--- src/cbm_pkg.sv ---
`timescale 1ns / 1ps
// cbm_pkg: shared types and constants of the cartridge bank mapper
// used by cbm_decode and cartridge_bank_mapper; no dependencies

package cbm_pkg;

	localparam int MAX_ROM_BANKS_DEF = 512;
	localparam int ROM_BANK_BYTES    = 16384;
	localparam int RomOffsetBits     = $clog2(ROM_BANK_BYTES);
	localparam int RamOffsetBits     = 13;

	localparam int RomBankW   = 9;
	localparam int RamBankW   = 4;
	localparam int BankCountW = 10;
	localparam int PhysW      = 23;

	// mapper kinds
	localparam logic [1:0] KIND_MBC1 = 2'd0;
	localparam logic [1:0] KIND_MBC3 = 2'd1;
	localparam logic [1:0] KIND_MBC5 = 2'd2;

	// configuration register indexes
	localparam logic [1:0] CFG_MAPPER_KIND  = 2'd0;
	localparam logic [1:0] CFG_BANK_COUNT   = 2'd1;
	localparam logic [1:0] CFG_BOOT_PRESENT = 2'd2;

	// address pages (addr[15:12])
	localparam logic [3:0] PAGE_ROM_LO_A = 4'h2;
	localparam logic [3:0] PAGE_ROM_LO_B = 4'h3;
	localparam logic [3:0] PAGE_ROM_HI_A = 4'h4;
	localparam logic [3:0] PAGE_ROM_HI_B = 4'h5;
	localparam logic [3:0] PAGE_MODE_A   = 4'h6;
	localparam logic [3:0] PAGE_MODE_B   = 4'h7;
	localparam logic [3:0] PAGE_RAM_A    = 4'hA;
	localparam logic [3:0] PAGE_RAM_B    = 4'hB;

	localparam logic [15:0] BOOT_OFF_ADDR = 16'hFF50;
	localparam logic [7:0]  BOOT_OFF_DATA = 8'h01;

	typedef enum logic [1:0] {
		TGT_NONE = 2'd0,
		TGT_BOOT = 2'd1,
		TGT_ROM  = 2'd2,
		TGT_RAM  = 2'd3
	} target_t;

	typedef struct packed {
		logic [1:0]            kind;
		logic [BankCountW-1:0] bank_count;
		logic                  boot_present;
	} cfg_t;

	typedef struct packed {
		logic [RomBankW-1:0] rom_bank;
		logic [RamBankW-1:0] ram_bank;
		logic                mode;
		logic                boot_active;
		logic                dirty;
	} bank_state_t;

endpackage

--- src/cbm_decode.sv ---
`timescale 1ns / 1ps
// cbm_decode: bank register update and address mapping for one bus access
// depends on cbm_pkg

module cbm_decode import cbm_pkg::*; #(
	parameter int MAX_ROM_BANKS = MAX_ROM_BANKS_DEF
) (
	input  cfg_t              cfg,
	input  bank_state_t       cur,
	input  logic              command,
	input  logic [15:0]       address,
	input  logic [7:0]        write_data,
	output bank_state_t       nxt,
	output target_t           target,
	output logic [PhysW-1:0]  physical_address
);

	localparam logic [RomBankW-1:0] MaxMask = RomBankW'(MAX_ROM_BANKS - 1);

	logic [RomBankW-1:0]   mask;
	logic [BankCountW-1:0] count_m1;
	logic [3:0]            page;
	logic                  boot_on;
	logic [RomBankW-1:0]   bank_lo;
	logic [6:0]            bank_hi;
	logic [PhysW-1:0]      ram_phys;

	assign count_m1 = cfg.bank_count - BankCountW'(1);
	assign mask     = count_m1[RomBankW-1:0] & MaxMask;
	assign page     = address[15:12];
	assign boot_on  = cur.boot_active & cfg.boot_present;
	assign ram_phys = PhysW'({cur.ram_bank, address[RamOffsetBits-1:0]});

	// bank number for a write at 0x2000-0x3fff
	always_comb begin
		case (cfg.kind)
			KIND_MBC5: begin
				if (page == PAGE_ROM_LO_A)
					bank_lo = {cur.rom_bank[8], write_data};
				else
					bank_lo = {write_data[0], cur.rom_bank[7:0]};
			end
			KIND_MBC3: begin
				bank_lo = {2'b00, write_data[6:0]};
				if (write_data[6:0] == 7'd0)
					bank_lo = 9'd1;
			end
			default: begin
				bank_lo = {2'b00, cur.rom_bank[6:5], write_data[4:0]};
				if (write_data[4:0] == 5'd0)
					bank_lo[0] = 1'b1;
			end
		endcase
	end

	// upper bits at 0x4000-0x5fff, zero and, except on MBC3, 0x20/0x40/0x60 bumped to +1
	always_comb begin
		bank_hi = {write_data[1:0], cur.rom_bank[4:0]};
		if (cfg.kind == KIND_MBC3) begin
			if (bank_hi == 7'd0)
				bank_hi = 7'd1;
		end else if (bank_hi[4:0] == 5'd0) begin
			bank_hi[0] = 1'b1;
		end
	end

	always_comb begin
		nxt              = cur;
		target           = TGT_NONE;
		physical_address = '0;
		if (command) begin
			case (page)
				PAGE_ROM_LO_A, PAGE_ROM_LO_B: begin
					nxt.rom_bank = bank_lo & mask;
				end
				PAGE_ROM_HI_A, PAGE_ROM_HI_B: begin
					if (cur.mode || cfg.kind == KIND_MBC5) begin
						if (cfg.kind == KIND_MBC5)
							nxt.ram_bank = write_data[3:0];
						else
							nxt.ram_bank = {2'b00, write_data[1:0]};
					end else begin
						nxt.rom_bank = RomBankW'(bank_hi) & mask;
					end
				end
				PAGE_MODE_A, PAGE_MODE_B: begin
					nxt.mode = write_data[0];
				end
				PAGE_RAM_A, PAGE_RAM_B: begin
					nxt.dirty        = 1'b1;
					target           = TGT_RAM;
					physical_address = ram_phys;
				end
				default: begin
					if (address == BOOT_OFF_ADDR && boot_on && write_data == BOOT_OFF_DATA)
						nxt.boot_active = 1'b0;
				end
			endcase
		end else begin
			if (address[15:14] == 2'b00) begin
				physical_address = PhysW'(address);
				if (boot_on && address[15:8] == 8'h00)
					target = TGT_BOOT;
				else
					target = TGT_ROM;
			end else if (address[15:14] == 2'b01) begin
				target           = TGT_ROM;
				physical_address = {cur.rom_bank, address[RomOffsetBits-1:0]};
			end else if (page == PAGE_RAM_A || page == PAGE_RAM_B) begin
				target           = TGT_RAM;
				physical_address = ram_phys;
			end
		end
	end

endmodule

--- src/cartridge_bank_mapper.sv ---
`timescale 1ns / 1ps
// cartridge_bank_mapper: top level, input register, bank state and result register
// depends on cbm_pkg and cbm_decode

// Takes one bus access beat per clock unless stalled and returns one result beat per
// access through the input and result registers. The bank registers update
// as the access leaves the input register, so the following beat sees them without a
// bubble; the only loop is one decode pass over the small bank registers. A stalled
// output holds the input register and the bank state; configuration writes are taken
// in any cycle and must only be issued while no access is in flight.
module cartridge_bank_mapper import cbm_pkg::*; #(
	parameter int MAX_ROM_BANKS = MAX_ROM_BANKS_DEF
) (
	input  logic                  clk,
	input  logic                  arst_n,
	input  logic                  s_tvalid,
	output logic                  s_tready,
	input  logic [23:0]           s_tdata,   // address[15:0], write_data[23:16]
	input  logic                  s_tuser,   // command[0]
	output logic                  m_tvalid,
	input  logic                  m_tready,
	output logic [39:0]           m_tdata,   // physical_address[22:0], current_rom_bank[31:23],
	                                         // current_ram_bank[35:32], mode_now[36],
	                                         // ram_dirty[37], zero[39:38]
	output logic [1:0]            m_tuser,   // target[1:0]
	input  logic                  cfg_valid,
	output logic                  cfg_ready,
	input  logic [1:0]            cfg_index,
	input  logic [BankCountW-1:0] cfg_data
);

	cfg_t        cfg_q;
	bank_state_t state_q;
	bank_state_t state_nxt;

	logic        valid_s1;
	logic        cmd_s1;
	logic [15:0] addr_s1;
	logic [7:0]  data_s1;
	logic        advance;

	target_t          tgt;
	logic [PhysW-1:0] phys;

	logic             out_valid_q;
	target_t          tgt_q;
	logic [PhysW-1:0] phys_q;
	bank_state_t      res_q;

	assign advance   = !out_valid_q || m_tready;
	assign s_tready  = !valid_s1 || advance;
	assign cfg_ready = 1'b1;

	always_ff @(posedge clk or negedge arst_n) begin
		if (!arst_n) begin
			cfg_q.kind         <= KIND_MBC1;
			cfg_q.bank_count   <= BankCountW'(2);
			cfg_q.boot_present <= 1'b0;
		end else if (cfg_valid) begin
			case (cfg_index)
				CFG_MAPPER_KIND:  cfg_q.kind         <= cfg_data[1:0];
				CFG_BANK_COUNT:   cfg_q.bank_count   <= cfg_data;
				CFG_BOOT_PRESENT: cfg_q.boot_present <= cfg_data[0];
				default:          cfg_q <= cfg_q;
			endcase
		end
	end

	// input register
	always_ff @(posedge clk or negedge arst_n) begin
		if (!arst_n) begin
			valid_s1 <= 1'b0;
		end else if (s_tvalid && s_tready) begin
			valid_s1 <= 1'b1;
		end else if (advance) begin
			valid_s1 <= 1'b0;
		end
	end

	always_ff @(posedge clk) begin
		if (s_tvalid && s_tready) begin
			cmd_s1  <= s_tuser;
			addr_s1 <= s_tdata[15:0];
			data_s1 <= s_tdata[23:16];
		end
	end

	cbm_decode #(
		.MAX_ROM_BANKS(MAX_ROM_BANKS)
	) u_decode (
		.cfg              (cfg_q),
		.cur              (state_q),
		.command          (cmd_s1),
		.address          (addr_s1),
		.write_data       (data_s1),
		.nxt              (state_nxt),
		.target           (tgt),
		.physical_address (phys)
	);

	always_ff @(posedge clk or negedge arst_n) begin
		if (!arst_n) begin
			state_q.rom_bank    <= RomBankW'(1);
			state_q.ram_bank    <= '0;
			state_q.mode        <= 1'b0;
			state_q.boot_active <= 1'b1;
			state_q.dirty       <= 1'b0;
			out_valid_q         <= 1'b0;
		end else if (advance) begin
			out_valid_q <= valid_s1;
			if (valid_s1)
				state_q <= state_nxt;
		end
	end

	// result register
	always_ff @(posedge clk) begin
		if (advance && valid_s1) begin
			tgt_q  <= tgt;
			phys_q <= phys;
			res_q  <= state_nxt;
		end
	end

	assign m_tvalid = out_valid_q;
	assign m_tuser  = tgt_q;
	assign m_tdata  = {2'b00, res_q.dirty, res_q.mode, res_q.ram_bank, res_q.rom_bank, phys_q};

`ifndef NO_ASSERTIONS
	a_none_zero_addr: assert property (@(posedge clk) disable iff (!arst_n)
		(m_tvalid && tgt_q == TGT_NONE) |-> (phys_q == '0))
		else $error("unmapped beat carries a nonzero address");

	a_dirty_sticky: assert property (@(posedge clk) disable iff (!arst_n)
		!$fell(state_q.dirty))
		else $error("ram dirty mark cleared");

	a_boot_no_return: assert property (@(posedge clk) disable iff (!arst_n)
		!$rose(state_q.boot_active))
		else $error("boot overlay came back");

	a_stall_holds_state: assert property (@(posedge clk) disable iff (!arst_n)
		(m_tvalid && !m_tready) |=> $stable(state_q))
		else $error("bank state changed while output stalled");

	a_boot_needs_overlay: assert property (@(posedge clk) disable iff (!arst_n)
		(m_tvalid && tgt_q == TGT_BOOT) |-> (phys_q[PhysW-1:8] == '0))
		else $error("boot rom beat outside the overlay");
`endif

endmodule

--- config.mk ---
export PLATFORM = sky130hd
export DESIGN_NAME = cartridge_bank_mapper
export DESIGN_NICKNAME = d
export VERILOG_FILES = /design/src/cbm_pkg.sv /design/src/cbm_decode.sv /design/src/cartridge_bank_mapper.sv
export SDC_FILE = /design/constraint.sdc
export NUM_CORES = 1
export LEC_CHECK = 0
export ABC_AREA = 1
export BUFFER_PORTS_ARGS = -buffer_cell sky130_fd_sc_hd__buf_2
export CORE_MARGIN = 2
export CORE_UTILIZATION = 40
export CTS_CLUSTER_DIAMETER = 30
export DETAILED_ROUTE_END_ITERATION = 12
export GPL_TIMING_DRIVEN = 0
export PLACE_DENSITY_LB_ADDON = 0.3
export REMOVE_ABC_BUFFERS = 1
export SYNTH_ARGS = -nofsm -noshare
export SYNTH_HDL_FRONTEND = slang
export SYNTH_HIERARCHICAL = 1
export SYNTH_SLANG_ARGS = --single-unit
--- constraint.sdc ---
create_clock -name clk -period 4 [get_ports clk]
set_input_delay 0.4 -clock clk [delete_from_list [all_inputs] [get_ports clk]]
set_output_delay 0.4 -clock clk [all_outputs]
set_load 0.005 [all_outputs]
# Yosys cells after proc, flatten, opt, wreduce, memory -nomap -nowiden
# Index checks and enable logic that the tools add are counted.
[op_classes]
n_addsub = 1
muxes = 31
reduce_logical = 29
n_bitwise = 4
eq_ne = 15
[op_table]
columns = ["cell", "count"]
rows = [
  ["2-to-1 mux 23 bit", 3],
  ["one-hot mux 9 bit (2 select lines)", 2],
  ["2-to-1 mux 17 bit", 2],
  ["2-to-1 mux 9 bit", 2],
  ["== test 16 bit, second input constant", 1],
  ["== test 4 x 3 -> 1 bit, second input constant", 4],
  ["2-to-1 mux 16 bit", 1],
  ["zero test 7 bit", 2],
  ["2-to-1 mux 7 bit", 2],
  ["2-to-1 mux 2 bit", 6],
  ["2-to-1 mux 4 bit", 3],
  ["zero test 5 bit", 2],
  ["bitwise AND 7 x 9 -> 9 bit", 1],
  ["bitwise AND 9 bit", 1],
  ["2-to-1 mux 1 bit", 9],
  ["subtractor 9 x 1 -> 9 bit, second input constant", 1],
  ["== test 4 x 2 -> 1 bit, second input constant", 2],
  ["== test 4 bit, second input constant", 2],
  ["== test 8 x 1 -> 1 bit, second input constant", 1],
  ["zero test 8 bit", 1],
  ["AND reduction 2 bit", 4],
  ["OR reduction 2 bit", 4],
  ["OR reduction 8 bit", 1],
  ["== test 2 x 1 -> 1 bit, second input constant", 3],
  ["other kinds (10)", 20],
]
[word_totals]
inputBits = 42
word_cells = 99
register_bits = 95

# Longest topological paths before layout
[logic_depth]
depth_word = 7
mapped_depth = 13

# Hierarchy
# The synthesis kept the hierarchy.
[modules_own_cells]
columns = ["module", "cells_each", "area_each_um2", "instances"]
rows = [
  ["cartridge_bank_mapper", 211, 3303.2, 1],
  ["cbm_decode", 244, 1136.1, 1],
]

# Worst setup path after synthesis
# Ideal clock, no wire load.
[synth_timing]
kind = "reg-to-reg"
start = "reg out_valid_q (netlist: m_tvalid)"
end = "reg res_q (netlist bit m_tdata[23]), enable pin"
synth_period_minus_slack_ns = 1.952
setup_slack_ns = 2.048
arrival_time_ns = 1.558
stages_incl_launch_ff = 5
path_cell_list = "dfrtp_1 nand2_4 nand2_8 buf_12 inv_1"
[synth_via]
elab_chain_cells = 3
[synth_lines]
columns = ["element", "line", "source"]
rows = [
  ["from (decl)", "cartridge_bank_mapper.sv:45", "logic out_valid_q;"],
  ["from (signal assigned)", "cartridge_bank_mapper.sv:110", "out_valid_q <= valid_s1;"],
  ["zero test 1 bit", "cartridge_bank_mapper.sv:50", "assign advance = !out_valid_q || m_tready;"],
  ["logical OR 1 bit", "cartridge_bank_mapper.sv:50", ""],
  ["logical AND 1 bit", "cartridge_bank_mapper.sv:118", "if (advance && valid_s1) begin"],
  ["to (signal assigned)", "cartridge_bank_mapper.sv:121", "res_q <= state_nxt;"],
  ["to (decl)", "cartridge_bank_mapper.sv:48", "bank_state_t res_q;"],
]
# Every way passes these cells.
# A chain may end at the register's enable or synchronous reset.

# Worst setup path after layout
[layout_timing]
start = "reg valid_s1"
end = "reg phys_q[10], enable pin"
[layout_via]
elab_chain_cells = 1
[layout_lines]
columns = ["element", "line", "source"]
rows = [
  ["from (decl)", "cartridge_bank_mapper.sv:36", "logic valid_s1;"],
  ["from (signal assigned)", "cartridge_bank_mapper.sv:72", "valid_s1 <= 1'b0;"],
  ["from (signal assigned)", "cartridge_bank_mapper.sv:74", "valid_s1 <= 1'b1;"],
  ["from (signal assigned)", "cartridge_bank_mapper.sv:76", "valid_s1 <= 1'b0;"],
  ["logical AND 1 bit", "cartridge_bank_mapper.sv:118", ""],
  ["to (signal assigned)", "cartridge_bank_mapper.sv:120", "phys_q <= phys;"],
  ["to (decl)", "cartridge_bank_mapper.sv:47", "logic [PhysW-1:0] phys_q;"],
]
# Every way passes these cells.

==> impl_metrics.yaml <==
setup_path:
  path_class: "reg2reg"
  start_kind: "register"
  critPathArrivalTime_ns: 2.20
  crit_path_max_fanout: 40
  crit_path_end_kind: "register"
  worstPathRequired_ns: 4.00
pwr:
  p_per_area_nw_per_um2: 489
  power.leakage_nw: 2.33
  vdd_drop_max_mv: 0.201
cts:
  cts-resized-gates: 0
  h-tree-depth: 3
  clkLatencyLatePin_ns: 0.38
  cts_buffers: 9
  cts-root-buf: "clkbuf_8"
  postCtsSetupBuffers: 0
  clkSinkCount: 95
  cts_buffer_depth: 2
  cts_tree: "built"
  hold_buffers: 0
  cts.clk_slew.worst_paths_ns: 0.10
drt:
  via_per_inst: 4.86
  wl_um: 9760
  drt_iter0_drc: 275
  ant_nets: 0
  wl_per_cell_um: 14.5
  post-route-drc-count: 0
  first_pass_iters: 5
  vias: 3282
synthesis:
  synth_cells: 451
  syn_area_um2: 4400
  syn_avg_cell_area_um2: 9.76
  yosysWarnings: 6
sta:
  worst_slew_pin_slew_ns: 0.963
  drv_slew: 0
  fin_tns_setup_ns: 0
  rsz0062_at_grt: "false"
  relSlewSlack: 0.357
  finalSetupViolations: 0
  worst_clock_skew_ns: 0.0137
  finalHoldViolCount: 0
  min_period_over_period: 0.550
  period_needed_ns: 2.20
  fmax_mhz: 455
die:
  core-area_um2: 10800
  start_util: 0.408
  fp.dieH_um: 109
  fp.dieArea_um2: 11900
  rows: 38
  ios: 87
  die_w_um: 109
job:
  drv_cap: 0
placement:
  globalplace.congestion: 0.913
  dpl_cell_area_um2: 4870
  portBuffers: 82
  hpwl_um: 7050
final_layout:
  fin_area_um2: 5040
  drive_gt1_frac: 0.222
  layout-area-overhead-vs-synth_pct: 14.5
  n_fill_cell: 1045
  fin_nets: 575
  n_antenna_cell: 0
grt:
  grt_pass1_vias: 3164
  grt_usage: 0.180
  antenna_found_initial: 0
  globalRouteOverflowTotal: 0
  grt_start_max_net_pins: 41
  grt_pass1_wl_um: 15900
outcome:
  outcome: "complete, no violations"
worst_hold_path:
  hold_class: "in2async"
[final timing paths]
check,cells after the start,start,to,slack (ns)
worst max register to register,2,valid_s1$_DFFE_PN0P_,phys_q[10]$_DFFE_PP_,1.80
worst min-delay path,1,arst_n,state_q[4]$_DFFE_PN0P_,0.07
worst min register to register,2,state_q[1]$_DFFE_PN1P_,state_q[1]$_DFFE_PN1P_,0.48
worst max-delay path,2,valid_s1$_DFFE_PN0P_,phys_q[10]$_DFFE_PP_,1.80
max in group asynchronous,1,arst_n,cfg_q[1]$_DFFE_PN0P_,3.45
min in group clk,1,s_tdata[13],addr_s1[13]$_DFFE_PP_,0.19
[routing by layer]
layer  up-vias  routed length (µm)  track usage
li1       1640                   -            -
met1      1509                4520        0.246
met2       117                4400        0.278
met3        16                 608       0.0460
met4         0                 232       0.0678
met5         -                   0            0
[layout make-up]
| cell class | instances | area, µm² | area share |
|---|---|---|---|
| Clock inverter | 6 | 37.5 | 0.00745 |
| Tap cell | 140 | 175 | 0.0348 |
| Sequential cell | 95 | 2710 | 0.537 |
| Multi-Input combinational cell | 286 | 1370 | 0.272 |
| Clock buffer | 10 | 128 | 0.0253 |
| Timing Repair Buffer | 82 | 410 | 0.0815 |
| Inverter | 56 | 210 | 0.0417 |
[per-stage QoR]
step	util	cells	hold slack, ns	power [W]	setup WS (ns)
2_1_floorplan	-	437	0.104	0.00170	1.98
3_3_place_gp	0.451	659	0.453	0.00191	1.42
3_5_place_dp	0.451	659	0.462	0.00193	1.30
4_1_cts	0.467	675	0.0859	0.00248	1.29
5_1_grt	0.467	675	0.120	0.00263	1.64
6_report	0.467	675	0.0734	0.00246	1.80
[placed cells by master (no fill, tap or decap), drive strengths merged]
cell / instances
o22ai: 2
and2: 1
nor2: 44
o32ai: 3
ha: 3
o21a: 1
edfxtp: 65
inv: 56
clkbuf: 10
nand4: 21
o21ai: 11
nand2: 141
conb: 3
a21oi: 4
nand3: 37
buf: 82
xor2: 5
nor3: 5
dfstp: 3
clkinv: 5
o21bai: 1
clkinvlp: 1
nor4: 1
dfrtp: 27
o211ai: 1
a31oi: 2
[critical path: stages, from the launching register on]
cell and delay, ns:
dfrtp_1 0.92, nand2_8 0.22, inv_2 0.67
[power breakdown]
| part | switching [W] | internal [W] | total, W | leakage (nW) |
|---|---|---|---|---|
| Sequential | 0.000124 | 0.00126 | 0.00138 | 1.02 |
| Clock | 0.000334 | 0.000223 | 0.000557 | 0.0813 |
| Combinational | 0.000336 | 0.000192 | 0.000527 | 1.23 |
| Total | 0.000794 | 0.00167 | 0.00246 | 2.33 |
[state kept, by name, indices dropped and copies added (netlist names)]
| signal | flops |
|---|---|
| phys_q | 23 |
| state_q | 16 |
| m_tuser | 2 |
| cfg_q | 12 |
| m_tvalid | 1 |
| addr_s1 | 16 |
| m_tdata | 15 |
| data_s1 | 8 |
| cmd_s1 | 1 |
| valid_s1 | 1 |
Note: power is estimated with default switching activity, not from simulation.
